**src/prc_pkg.sv**
```systemverilog
// ----------------------------------------------------------------------------
// prc_pkg
// Shared types, codes and elaboration helpers for the pre-trade risk gate.
// ----------------------------------------------------------------------------
`default_nettype none

package prc_pkg;

  // Bus geometry of the register port
  localparam int unsigned PADDR_W = 6;
  localparam int unsigned PDATA_W = 64;

  // Default tuning values
  localparam int unsigned PRICE_STEP_DEF     = 1;
  localparam int unsigned MAX_PER_UPDATE_DEF = 8;

  // Register indexes (byte address is 8 times the index)
  localparam logic [2:0] REG_MAX_ORDER_QTY  = 3'd0;
  localparam logic [2:0] REG_MIN_PRICE      = 3'd1;
  localparam logic [2:0] REG_MAX_PRICE      = 3'd2;
  localparam logic [2:0] REG_MAX_SIDE_QTY   = 3'd3;
  localparam logic [2:0] REG_MAX_SIDE_EXPO  = 3'd4;
  localparam logic [2:0] REG_MAX_PROJ_POS   = 3'd5;
  localparam logic [2:0] REG_MAX_PER_SECOND = 3'd6;
  localparam logic [2:0] REG_MAX_IN_FLIGHT  = 3'd7;

  // Event codes
  typedef enum logic [2:0] {
    OP_NEW      = 3'd0,
    OP_MODIFY   = 3'd1,
    OP_MD_UPD   = 3'd2,
    OP_SENT     = 3'd3,
    OP_ACKED    = 3'd4,
    OP_TICK     = 3'd5,
    OP_SHUTDOWN = 3'd6
  } op_e;

  // Reject reasons
  typedef enum logic [3:0] {
    RSN_NONE       = 4'd0,
    RSN_ORDER_QTY  = 4'd1,
    RSN_SIDE_QTY   = 4'd2,
    RSN_EXPOSURE   = 4'd3,
    RSN_PRICE      = 4'd4,
    RSN_POSITION   = 4'd5,
    RSN_PER_SECOND = 4'd6,
    RSN_PER_MD     = 4'd7,
    RSN_IN_FLIGHT  = 4'd8,
    RSN_SHUTDOWN   = 4'd9
  } reason_e;

  typedef struct packed {
    logic [2:0]         op;
    logic               side;
    logic [31:0]        quantity;
    logic [31:0]        price;
    logic signed [31:0] position;
    logic [31:0]        outstanding_buy;
    logic [31:0]        outstanding_sell;
    logic               old_side;
    logic [31:0]        old_qty;
  } req_t;

  typedef struct packed {
    logic       accepted;
    logic [3:0] reason;
    logic       halted;
  } rsp_t;

  typedef struct packed {
    logic [31:0] max_order_qty;
    logic [31:0] min_price;
    logic [31:0] max_price;
    logic [31:0] max_side_qty;
    logic [32:0] max_side_exposure;
    logic [32:0] max_projected_position;
    logic [15:0] max_per_second;
    logic [15:0] max_in_flight;
  } cfg_t;

  typedef struct packed {
    logic [15:0] sent_this_second;
    logic [15:0] sent_this_update;
    logic [15:0] in_flight;
    logic        halt_flag;
  } cnt_t;

  // Number of trailing zero bits of a price step
  function automatic int unsigned prc_ctz(int unsigned v);
    int unsigned n;
    logic        found;
    n     = 0;
    found = 1'b0;
    for (int i = 0; i < 32; i++) begin
      if (!found && v[i]) begin
        n     = i;
        found = 1'b1;
      end
    end
    return n;
  endfunction

  // Inverse of an odd value modulo 2^32 (Newton iteration)
  function automatic logic [31:0] prc_inv32(logic [31:0] o);
    logic [31:0] x;
    x = o;
    for (int i = 0; i < 5; i++) begin
      x = x * (32'd2 - o * x);
    end
    return x;
  endfunction

endpackage

`default_nettype wire

```
**src/prc_cfg_regs.sv**
```systemverilog
// ----------------------------------------------------------------------------
// prc_cfg_regs
// Limit registers behind the register port, with read back.
// ----------------------------------------------------------------------------
`default_nettype none

module prc_cfg_regs
  import prc_pkg::*;
(
  input  wire logic               clk_i,
  input  wire logic               rst_ni,
  input  wire logic               psel,
  input  wire logic               penable,
  input  wire logic               pwrite,
  input  wire logic [PADDR_W-1:0] paddr,
  input  wire logic [PDATA_W-1:0] pwdata,
  output logic      [PDATA_W-1:0] prdata,
  output logic                    pready,
  output cfg_t                    cfg_o
);

  cfg_t       cfg_q;
  logic       wr_en;
  logic [2:0] idx;

  assign pready = 1'b1;
  assign wr_en  = psel && penable && pwrite;
  assign idx    = paddr[PADDR_W-1:3];

  // Write on the access cycle of a transfer
  always_ff @(posedge clk_i or negedge rst_ni) begin
    if (!rst_ni) begin
      cfg_q <= '{max_order_qty: '0, min_price: '0, max_price: '1, max_side_qty: '0,
                 max_side_exposure: '0, max_projected_position: '0,
                 max_per_second: '0, max_in_flight: '0};
    end else if (wr_en) begin
      case (idx)
        REG_MAX_ORDER_QTY:  cfg_q.max_order_qty          <= pwdata[31:0];
        REG_MIN_PRICE:      cfg_q.min_price              <= pwdata[31:0];
        REG_MAX_PRICE:      cfg_q.max_price              <= pwdata[31:0];
        REG_MAX_SIDE_QTY:   cfg_q.max_side_qty           <= pwdata[31:0];
        REG_MAX_SIDE_EXPO:  cfg_q.max_side_exposure      <= pwdata[32:0];
        REG_MAX_PROJ_POS:   cfg_q.max_projected_position <= pwdata[32:0];
        REG_MAX_PER_SECOND: cfg_q.max_per_second         <= pwdata[15:0];
        REG_MAX_IN_FLIGHT:  cfg_q.max_in_flight          <= pwdata[15:0];
        default: begin
        end
      endcase
    end
  end

  // Read back, zero extended
  always_comb begin
    case (idx)
      REG_MAX_ORDER_QTY:  prdata = {32'd0, cfg_q.max_order_qty};
      REG_MIN_PRICE:      prdata = {32'd0, cfg_q.min_price};
      REG_MAX_PRICE:      prdata = {32'd0, cfg_q.max_price};
      REG_MAX_SIDE_QTY:   prdata = {32'd0, cfg_q.max_side_qty};
      REG_MAX_SIDE_EXPO:  prdata = {31'd0, cfg_q.max_side_exposure};
      REG_MAX_PROJ_POS:   prdata = {31'd0, cfg_q.max_projected_position};
      REG_MAX_PER_SECOND: prdata = {48'd0, cfg_q.max_per_second};
      REG_MAX_IN_FLIGHT:  prdata = {48'd0, cfg_q.max_in_flight};
      default:            prdata = '0;
    endcase
  end

  assign cfg_o = cfg_q;

endmodule

`default_nettype wire

```
**src/prc_check.sv**
```systemverilog
// ----------------------------------------------------------------------------
// prc_check
// Single-pass evaluation of one event: limit checks, reply and next counters.
// ----------------------------------------------------------------------------
`default_nettype none

module prc_check
  import prc_pkg::*;
#(
  parameter int unsigned PRICE_STEP     = PRICE_STEP_DEF,
  parameter int unsigned MAX_PER_UPDATE = MAX_PER_UPDATE_DEF
) (
  input  wire req_t req_i,
  input  wire cfg_t cfg_i,
  input  wire cnt_t cnt_i,
  output rsp_t      rsp_o,
  output cnt_t      cnt_o
);

  // Tick alignment: divisible by 2^TZ and by the odd part ODD.
  // x is a multiple of ODD iff x * inv(ODD) mod 2^32 <= (2^32-1) / ODD.
  localparam int unsigned TZ       = prc_ctz(PRICE_STEP);
  localparam logic [31:0] ODD      = 32'(PRICE_STEP >> TZ);
  localparam logic [31:0] ODD_INV  = prc_inv32(ODD);
  localparam logic [31:0] BOUND    = 32'hFFFF_FFFF / ODD;
  localparam logic [31:0] LOW_MASK = 32'((64'd1 << TZ) - 64'd1);
  localparam logic [15:0] PER_UPD  = 16'(MAX_PER_UPDATE);

  logic               is_mod;
  logic [31:0]        obuy;
  logic [31:0]        osell;
  logic [32:0]        side_out;
  logic signed [34:0] pos_x;
  logic signed [34:0] expo;
  logic [31:0]        odd_prod;
  logic               aligned;
  logic               price_bad;
  reason_e            rsn;

  assign is_mod = (req_i.op == OP_MODIFY);

  // Remove the old quantity from its side, clamped at zero
  always_comb begin
    obuy  = req_i.outstanding_buy;
    osell = req_i.outstanding_sell;
    if (is_mod && !req_i.old_side) begin
      obuy = (req_i.old_qty < obuy) ? obuy - req_i.old_qty : 32'd0;
    end
    if (is_mod && req_i.old_side) begin
      osell = (req_i.old_qty < osell) ? osell - req_i.old_qty : 32'd0;
    end
  end

  // Side quantity after this order and the exposure on that side
  assign side_out = {1'b0, (req_i.side ? osell : obuy)} + {1'b0, req_i.quantity};
  assign pos_x    = 35'(req_i.position);
  assign expo     = (req_i.side ? -pos_x : pos_x) + $signed({2'b00, side_out});

  // Price range and tick alignment
  assign odd_prod  = (req_i.price >> TZ) * ODD_INV;
  assign aligned   = ((req_i.price & LOW_MASK) == 32'd0) && (odd_prod <= BOUND);
  assign price_bad = (req_i.price < cfg_i.min_price) || (req_i.price > cfg_i.max_price) ||
                     !aligned;

  // Pick the first failing check
  always_comb begin
    if (cnt_i.halt_flag) begin
      rsn = RSN_SHUTDOWN;
    end else if (req_i.quantity > cfg_i.max_order_qty) begin
      rsn = RSN_ORDER_QTY;
    end else if (price_bad) begin
      rsn = RSN_PRICE;
    end else if (side_out > {1'b0, cfg_i.max_side_qty}) begin
      rsn = RSN_SIDE_QTY;
    end else if (expo > $signed({2'b00, cfg_i.max_side_exposure})) begin
      rsn = RSN_EXPOSURE;
    end else if (expo > $signed({2'b00, cfg_i.max_projected_position})) begin
      rsn = RSN_POSITION;
    end else if (cnt_i.sent_this_second >= cfg_i.max_per_second) begin
      rsn = RSN_PER_SECOND;
    end else if (cnt_i.sent_this_update >= PER_UPD) begin
      rsn = RSN_PER_MD;
    end else if (cnt_i.in_flight >= cfg_i.max_in_flight) begin
      rsn = RSN_IN_FLIGHT;
    end else begin
      rsn = RSN_NONE;
    end
  end

  // Reply and counter update per event
  always_comb begin
    cnt_o          = cnt_i;
    rsp_o.accepted = 1'b1;
    rsp_o.reason   = RSN_NONE;
    case (req_i.op)
      OP_NEW, OP_MODIFY: begin
        rsp_o.reason   = rsn;
        rsp_o.accepted = (rsn == RSN_NONE);
      end
      OP_MD_UPD: begin
        cnt_o.sent_this_update = '0;
      end
      OP_SENT: begin
        if (cnt_i.sent_this_second != '1) begin
          cnt_o.sent_this_second = cnt_i.sent_this_second + 16'd1;
        end
        if (cnt_i.sent_this_update != '1) begin
          cnt_o.sent_this_update = cnt_i.sent_this_update + 16'd1;
        end
        if (cnt_i.in_flight != '1) begin
          cnt_o.in_flight = cnt_i.in_flight + 16'd1;
        end
      end
      OP_ACKED: begin
        if (cnt_i.in_flight != '0) begin
          cnt_o.in_flight = cnt_i.in_flight - 16'd1;
        end
      end
      OP_TICK: begin
        cnt_o.sent_this_second = '0;
      end
      OP_SHUTDOWN: begin
        cnt_o.halt_flag = 1'b1;
      end
      default: begin
        rsp_o.accepted = 1'b0;
      end
    endcase
    rsp_o.halted = cnt_o.halt_flag;
  end

endmodule

`default_nettype wire

```
**src/pretrade_risk_check_core.sv**
```systemverilog
// ----------------------------------------------------------------------------
// pretrade_risk_check_core
// Pre-trade risk gate: checks orders and tracks rate and in-flight counters.
// ----------------------------------------------------------------------------
// Usage:
//   Requests enter on the in channel (in_valid_i / in_ready_o / in_data_i),
//   one event per transfer. Replies leave on the out channel (out_valid_o /
//   out_ready_i / out_data_o), exactly one reply per request, in order.
//   Limits are set through the register port (8-byte stride) while idle.
//   The user must keep to this; the block does not enforce it. Requests
//   are evaluated from the input register and move into the result
//   register when it has room. Throughput: one request per cycle while
//   replies are taken; the input and result registers each hold one item,
//   and the counters are updated by the single evaluation stage between them.
//   Receiver stall: the reply holds in the result register; the input
//   register still takes one more request, then in_ready_o drops until
//   the reply is taken.
//   Reset: both registers empty, counters and the shutdown flag clear,
//   limits at their reset values (max_price all ones, the rest zero).
// ----------------------------------------------------------------------------
`default_nettype none

module pretrade_risk_check_core
  import prc_pkg::*;
#(
  parameter int unsigned PRICE_STEP     = PRICE_STEP_DEF,
  parameter int unsigned MAX_PER_UPDATE = MAX_PER_UPDATE_DEF
) (
  input  wire logic               clk_i,
  input  wire logic               rst_ni,
  input  wire logic               in_valid_i,
  output logic                    in_ready_o,
  input  wire req_t               in_data_i,
  output logic                    out_valid_o,
  input  wire logic               out_ready_i,
  output rsp_t                    out_data_o,
  input  wire logic               psel,
  input  wire logic               penable,
  input  wire logic               pwrite,
  input  wire logic [PADDR_W-1:0] paddr,
  input  wire logic [PDATA_W-1:0] pwdata,
  output logic      [PDATA_W-1:0] prdata,
  output logic                    pready
);

  cfg_t cfg;
  cnt_t cnt_q;
  cnt_t cnt_d;
  req_t req_q;
  rsp_t rsp_d;
  rsp_t rsp_q;
  logic req_vld_q;
  logic rsp_vld_q;
  logic advance;

  prc_cfg_regs u_cfg (
    .clk_i   (clk_i),
    .rst_ni  (rst_ni),
    .psel    (psel),
    .penable (penable),
    .pwrite  (pwrite),
    .paddr   (paddr),
    .pwdata  (pwdata),
    .prdata  (prdata),
    .pready  (pready),
    .cfg_o   (cfg)
  );

  prc_check #(
    .PRICE_STEP     (PRICE_STEP),
    .MAX_PER_UPDATE (MAX_PER_UPDATE)
  ) u_check (
    .req_i (req_q),
    .cfg_i (cfg),
    .cnt_i (cnt_q),
    .rsp_o (rsp_d),
    .cnt_o (cnt_d)
  );

  // Move the held request into the result register when it has room
  assign advance    = req_vld_q && (!rsp_vld_q || out_ready_i);
  assign in_ready_o = !req_vld_q || advance;

  // Input register
  always_ff @(posedge clk_i or negedge rst_ni) begin
    if (!rst_ni) begin
      req_vld_q <= 1'b0;
    end else if (in_valid_i && in_ready_o) begin
      req_vld_q <= 1'b1;
    end else if (advance) begin
      req_vld_q <= 1'b0;
    end
  end

  always_ff @(posedge clk_i) begin
    if (in_valid_i && in_ready_o) begin
      req_q <= in_data_i;
    end
  end

  // Counters and shutdown flag advance with each evaluated request
  always_ff @(posedge clk_i or negedge rst_ni) begin
    if (!rst_ni) begin
      cnt_q <= '0;
    end else if (advance) begin
      cnt_q <= cnt_d;
    end
  end

  // Result register
  always_ff @(posedge clk_i or negedge rst_ni) begin
    if (!rst_ni) begin
      rsp_vld_q <= 1'b0;
    end else if (advance) begin
      rsp_vld_q <= 1'b1;
    end else if (out_ready_i) begin
      rsp_vld_q <= 1'b0;
    end
  end

  always_ff @(posedge clk_i) begin
    if (advance) begin
      rsp_q <= rsp_d;
    end
  end

  assign out_valid_o = rsp_vld_q;
  assign out_data_o  = rsp_q;

endmodule

`default_nettype wire

```
**config.mk**
```make
export PLATFORM = sky130hd
export DESIGN_NAME = pretrade_risk_check_core
export DESIGN_NICKNAME = d
export VERILOG_FILES = /design/src/prc_pkg.sv /design/src/prc_cfg_regs.sv /design/src/prc_check.sv /design/src/pretrade_risk_check_core.sv
export SDC_FILE = /design/constraint.sdc
export NUM_CORES = 1
export LEC_CHECK = 0
export ABC_AREA = 1
export BUFFER_PORTS_ARGS = -buffer_cell sky130_fd_sc_hd__buf_4
export CAP_MARGIN = 10
export CORE_MARGIN = 5
export CORE_UTILIZATION = 31
export CTS_CLUSTER_DIAMETER = 150
export DETAILED_ROUTE_END_ITERATION = 8
export HOLD_SLACK_MARGIN = 0.15
export PLACE_DENSITY = 0.49
export RECOVER_POWER = 25
export SYNTH_ARGS = -nofsm -noshare
export SYNTH_HDL_FRONTEND = slang
export SYNTH_HIERARCHICAL = 1
export SYNTH_SLANG_ARGS = --single-unit
```
**constraint.sdc**
```tcl
create_clock -name clk_i -period 7.05 [get_ports clk_i]
set_input_delay 0.3525 -clock clk_i [delete_from_list [all_inputs] [get_ports clk_i]]
set_output_delay 0.3525 -clock clk_i [all_outputs]
set_load 0.005 [all_outputs]
```
Yosys cells after proc, flatten, opt, wreduce, memory -nomap -nowiden
Index checks and enable logic that the tools add are counted.
{"block": "totals", "regBits": 480, "in_bits": 274, "output_inout_bits": 73, "wordCells": 132}
{"block": "classes", "addsub": 9, "order_cmp": 12, "n_eq_ne": 20, "n_mux": 29, "n_reduce_logical": 36}
{"cell": "one-hot mux 64 bit (8 select lines)", "count": 1}
{"cell": "two-way mux 32 bit", "count": 5}
{"cell": "less-than comparator 32 bit", "count": 3}
{"cell": "one-hot mux 16 bit (2 select lines)", "count": 3}
{"cell": "greater-than comparator 35 x 34 -> 1 bit", "count": 2}
{"cell": "greater-than comparator 32 bit", "count": 2}
{"cell": "two-way mux 16 bit", "count": 4}
{"cell": "subtractor 32 bit", "count": 2}
{"cell": "adder 16 x 1 -> 16 bit, second input constant", "count": 3}
{"cell": "!= test 16 bit, second input constant", "count": 3}
{"cell": "two-way mux 4 bit", "count": 9}
{"cell": "adder 35 x 34 -> 35 bit", "count": 1}
{"cell": "two-way mux 35 bit", "count": 1}
{"cell": "negator 32 -> 35 bit", "count": 1}
{"cell": "adder 32 x 32 -> 33 bit", "count": 1}
{"cell": "greater-than comparator 33 x 32 -> 1 bit", "count": 1}
{"cell": "greater-or-equal comparator 16 bit", "count": 2}
{"cell": "<= comparator 32 bit, second input constant", "count": 1}
{"cell": "== test 3 bit, second input constant", "count": 7}
{"cell": "greater-or-equal comparator 16 x 4 -> 1 bit, second input constant", "count": 1}
{"cell": "AND reduction 2 bit", "count": 8}
{"cell": "nonzero test 16 bit", "count": 1}
{"cell": "subtractor 16 x 1 -> 16 bit, second input constant", "count": 1}
{"cell": "== test 3 x 2 -> 1 bit, second input constant", "count": 4}
{"cell": "14 further kinds", "count": 39}

Depth between registers and ports, before layout
{"block": "logic_depth", "word_depth": 15, "mapped_depth": 58, "mapped_depth_nobuf": 58}

Modules after synthesis
The synthesis kept the hierarchy.
{"mod": "prc_check", "n_inst": 1, "cells_each": 2889, "area_per_inst_um2": 16519.6, "seq_area_each_um2": 0.0}
{"mod": "prc_cfg_regs", "n_inst": 1, "cells_each": 1297, "area_per_inst_um2": 10633.9, "seq_area_each_um2": 5695.5}
{"mod": "pretrade_risk_check_core", "n_inst": 1, "cells_each": 426, "area_per_inst_um2": 8126.5, "seq_area_each_um2": 7372.1}

Least setup slack after synthesis
Ideal clock, no wire load.
{"block": "synth_path", "path_kind": "flip-flop to flip-flop", "startpoint": "reg req_q[33] (netlist name)", "endpoint": "reg rsp_q (netlist bit out_data_o[5]) (data pin)", "setup_time_ps": 258, "t_arrival_ps": 6804, "required_time_ps": 6792, "setup_slack_ps": -12, "path_stages_with_launch": 50, "path_buffers": 0, "synth_period_minus_slack_ps": 7062, "cell_sequence": "edfxtp_1 inv_1 ha_1 inv_1 fa_1 a21oi_1 o21bai_2 a21oi_1 o21ai_2 a21oi_2 o21ai_2 nand2_1 nand3_1 nand2_2 o21ai_0 o21ai_0 inv_1 ha_1 [... 14 more ...] a21oi_1 o21bai_1 a31o_2 a211oi_1 xor2_1 inv_1 ha_1 nand2_1 nor2_1 nand3_1 nor4_1 a21oi_1 nand2_1 nand3_1 nor2_1 a21oi_1 nand3_1 nand2_1"}
{"item": "from (decl)", "line_no": "pretrade_risk_check_core.sv:49", "text": "req_t req_q;"}
{"item": "from (signal assigned)", "line_no": "pretrade_risk_check_core.sv:97", "text": "req_q <= in_data_i;"}
{"item": "to (signal assigned)", "line_no": "pretrade_risk_check_core.sv:123", "text": "rsp_q <= rsp_d;"}
{"item": "to (decl)", "line_no": "pretrade_risk_check_core.sv:51", "text": "rsp_t rsp_q;"}

==> metrics <==
outcome finished, violations left; failing checks capacitance limit, slew limit, setup timing; final hold slack approximately 0.39 ns; FF-to-FF setup slack -0.37 ns; Starting Density between 30% and 40%; die area between 100000 and 150000 sq um; Pre-antenna DRT Iters 5; I/O Pins about 350; number of synthesized flops with an enable pin ~200; post-synth top area share about 17%; fin crit share 105%; DP Area around 43000 sq um; via count approximately 35000; Max Cap Viol 1; Psw around 5.6 mW; Max-slew headroom -222%; Critical Path RT approximately 7.5 ns; Final ANT Viol Nets 0; Worst R2R Path Depth 49; CP Launch Type flip-flop; final WL approximately 130000 um; met2 WL 60500 um; RePlAce Congestion between 0.9 and 1; CTS Buf Count 61; hold depth 2; Top Metal Used met4; FF+latch count, synth 480; # port buffers 280; mux contribution to synthesized area less than 1%; most frequent cells in the layout nand2_1, buf_4, inv_1; crit path max fanout 5; xor-xnor portion of the synthesized cell area 3.28%; Pleak 23.1 nW; cells after synthesis about 4600; largest family of logic cells by synthesized area simple AND/OR/NAND/NOR gates; H-Tree Depth 2; PD cells ~300 nW/um^2; CP endpoint out_data_o[5]$_DFFE_PP_; Top cell by count, worst path a21oi_2; share of cells above drive strength 1 about 22%; fin area 48600 sq um; Post-Route Utilization 43.1%; Synth Area in Adders between 10% and 20%; Internal between 8 and 9 mW; dominant synthesized flop cell dfrtp_1; CTS Sinks 480; synth warn 6; Clock transition at path regs approximately 0.060 ns; Slew Viols, Final 87; first-pass GRT wire length approximately 200000 um; critical path class flip-flop to flip-flop; clock share of power a little under a quarter; RSZ-0062 raised after global routing true; Final nets roughly 6300; Clock Skew 0.0132 ns; Total GRT Usage 21.2%; syn_area_per_cell ~7.6 sq um; count of cell types in the netlist 67; total congestion overflow 0; FF-to-FF End out_data_o[5]$_DFFE_PP_; VDD IR max between 0.2 and 0.25 mV; Detailed Route Iter0 Violations approximately 2200; CTS tree built; Worst Path Arrival ~7.9 ns; Crit-path slowest cell edfxtp_1; Clock Tree Buf Depth 3; sequential area share after synthesis between 30 and 40%; cell taking the most area after synthesis dfrtp_1; DP HPWL about 100000 um; floorplan row count 123; drt wl/cell around 18 um; share of power burned in registers a little over a quarter; Final Setup Violations 5; post-DR vias/cell around 4.8; vias in the first global route ~34000; combinational fraction of design power approximately half; area delta synth->final 37.8%; Fmax around 0.13 GHz; asr flop ratio synth a little under 60%; WL met3 around 6100 um; commonest non-fill, non-tap cell in the layout nand2_1; Core Footprint 113000 sq um; antenna violations before repair 7; r2r startpoint req_q[0]$_DFFE_PP_; Synth Area in Compound Gates a little over an eighth; Worst path max stage delay 0.44 ns; WL met1 a little over 60000 um; Synth Cell Area roughly 35000 sq um; CP Capture Type flip-flop; root buf cell clkbuf_16; critical path startpoint req_q[0]$_DFFE_PP_; ranking of synthesized cells by area dfrtp_1, edfxtp_1, ha_1, nand2_1, inv_1; final hold violation count 0; DIE WIDTH between 300 and 400 um; Post-Synth Simple-Gate Area a little under a quarter; DRC errors left 0; pin count of the biggest net entering global routing 123; Min-Delay Path Class input pin to flip-flop; Clock Latency Late Sink between 0.6 and 0.7 ns; switching share of power between 30% and 40%; die height ~350 um; crit path time final between 7 and 8 ns; Worst Tran Pin Value between 4 and 5 ns; Setup WS post-layout -0.371 ns
cells by family after synthesis:
kind of cell	Yosys count
AND/OR/NAND/NOR	1894
other	2
buffers and inverters	855
multiplexers	6
adder cells (fa/ha/maj)	365
AO/OA/AOI/OAI	878
flip-flops	480
XOR/XNOR	132
final cells by class:
class / instances / area, sq um
Timing Repair Buffer: 1113 / 8850
Antenna cell: 4 / 10.0
Multi-Input combinational cell: 3309 / 20000
Fill cell: 11300 / 64200
Tap cell: 1500 / 1880
Clock buffer: 86 / 1780
Sequential cell: 480 / 13100
Inverter: 684 / 2590
Clock inverter: 29 / 415
registers in the layout, summed over array words and instances, names as in the netlist:
| signal | cells |
|---|---|
| out_valid_o | 1 |
| req_q | 197 |
| u_cfg/cfg_o | 226 |
| out_data_o | 6 |
| cnt_q | 49 |
| req_vld_q | 1 |
metal layers:
layer | track usage [%] | up-vias
met5 | 0 | -
met3 | 2.90 | 148
met4 | 6.70 | 0
li1 | - | 17500
met1 | 28.9 | 16200
met2 | 34.9 | 773
critical path, delay by kind of cell, from the launching register on:
family,cells,cell delay (ns)
flops,1,0.44
compound gates,16,2.22
simple gates,17,1.83
buf+inv,9,1.16
xor+xnor,2,0.36
fa+ha+maj,5,1.18
how the worst min path moves through the flow:
stage / to / startpoint / slack [ns]
after global placement: u_cfg/cfg_o[61]$_DFFE_PN0P_ / rst_ni / 0.41
after CTS: u_cfg/cfg_o[61]$_DFFE_PN0P_ / rst_ni / 0.24
after floorplan: cnt_q[0]$_DFFE_PN0P_ / rst_ni / 0.06
after detailed placement: u_cfg/cfg_o[61]$_DFFE_PN0P_ / rst_ni / 0.40
final: req_q[86]$_DFFE_PP_ / in_data_i[86] / 0.39
after global routing: req_q[191]$_DFFE_PP_ / in_data_i[191] / 0.36
cell usage after synthesis (all sizes together), types with 5 or more instances:
cell      n
nand2   953
inv     680
nor2    437
a21oi   406
ha      361
o21ai   340
dfrtp   245
nand3   243
edfxtp  203
nand4   167
buf     128
xor2     71
xnor2    61
nor3     58
clkbuf   43
dfstp    32
a31oi    19
nor4     19
o211ai   16
o21a     16
o21bai   13
a21o     10
o221ai    9
or2       8
a21boi    7
o22ai     7
a211oi    6
o31ai     6
a22oi     5
mux2i     5
metrics by stage:
stage | setup TNS, ns | cells | setup WS (ns) | total power [mW]
after global placement | -3.39 | 6785 | -0.786 | 10.0
final | -1.60 | 7205 | -0.371 | 14.2
after CTS | -1.98 | 7183 | -0.512 | 14.0
after floorplan | 0 | 4642 | 0.0459 | 7.38
after detailed placement | -4.69 | 6785 | -1.05 | 10.1
after global routing | -3.98 | 7201 | -0.861 | 15.3
repair_timing:
action                                 CTS  global route
gates resized for setup                156           132
setup endpoints to repair                5             5
hold buffers                           233             0
pin swaps                               88           128
cloned                                   2             0
buffers inserted                        51            19
endpoints found under the hold margin  464             0
power groups by stage:
stage	registers (mW)	clock network, mW	logic, mW
detailed placement	3.89	0	6.20
global route	3.90	3.60	7.77
finish	3.84	3.39	6.97
floorplan	3.71	0	3.67
global placement	3.88	0	6.15
CTS	3.84	3.49	6.62
Power figures use the tool's default switching activity.
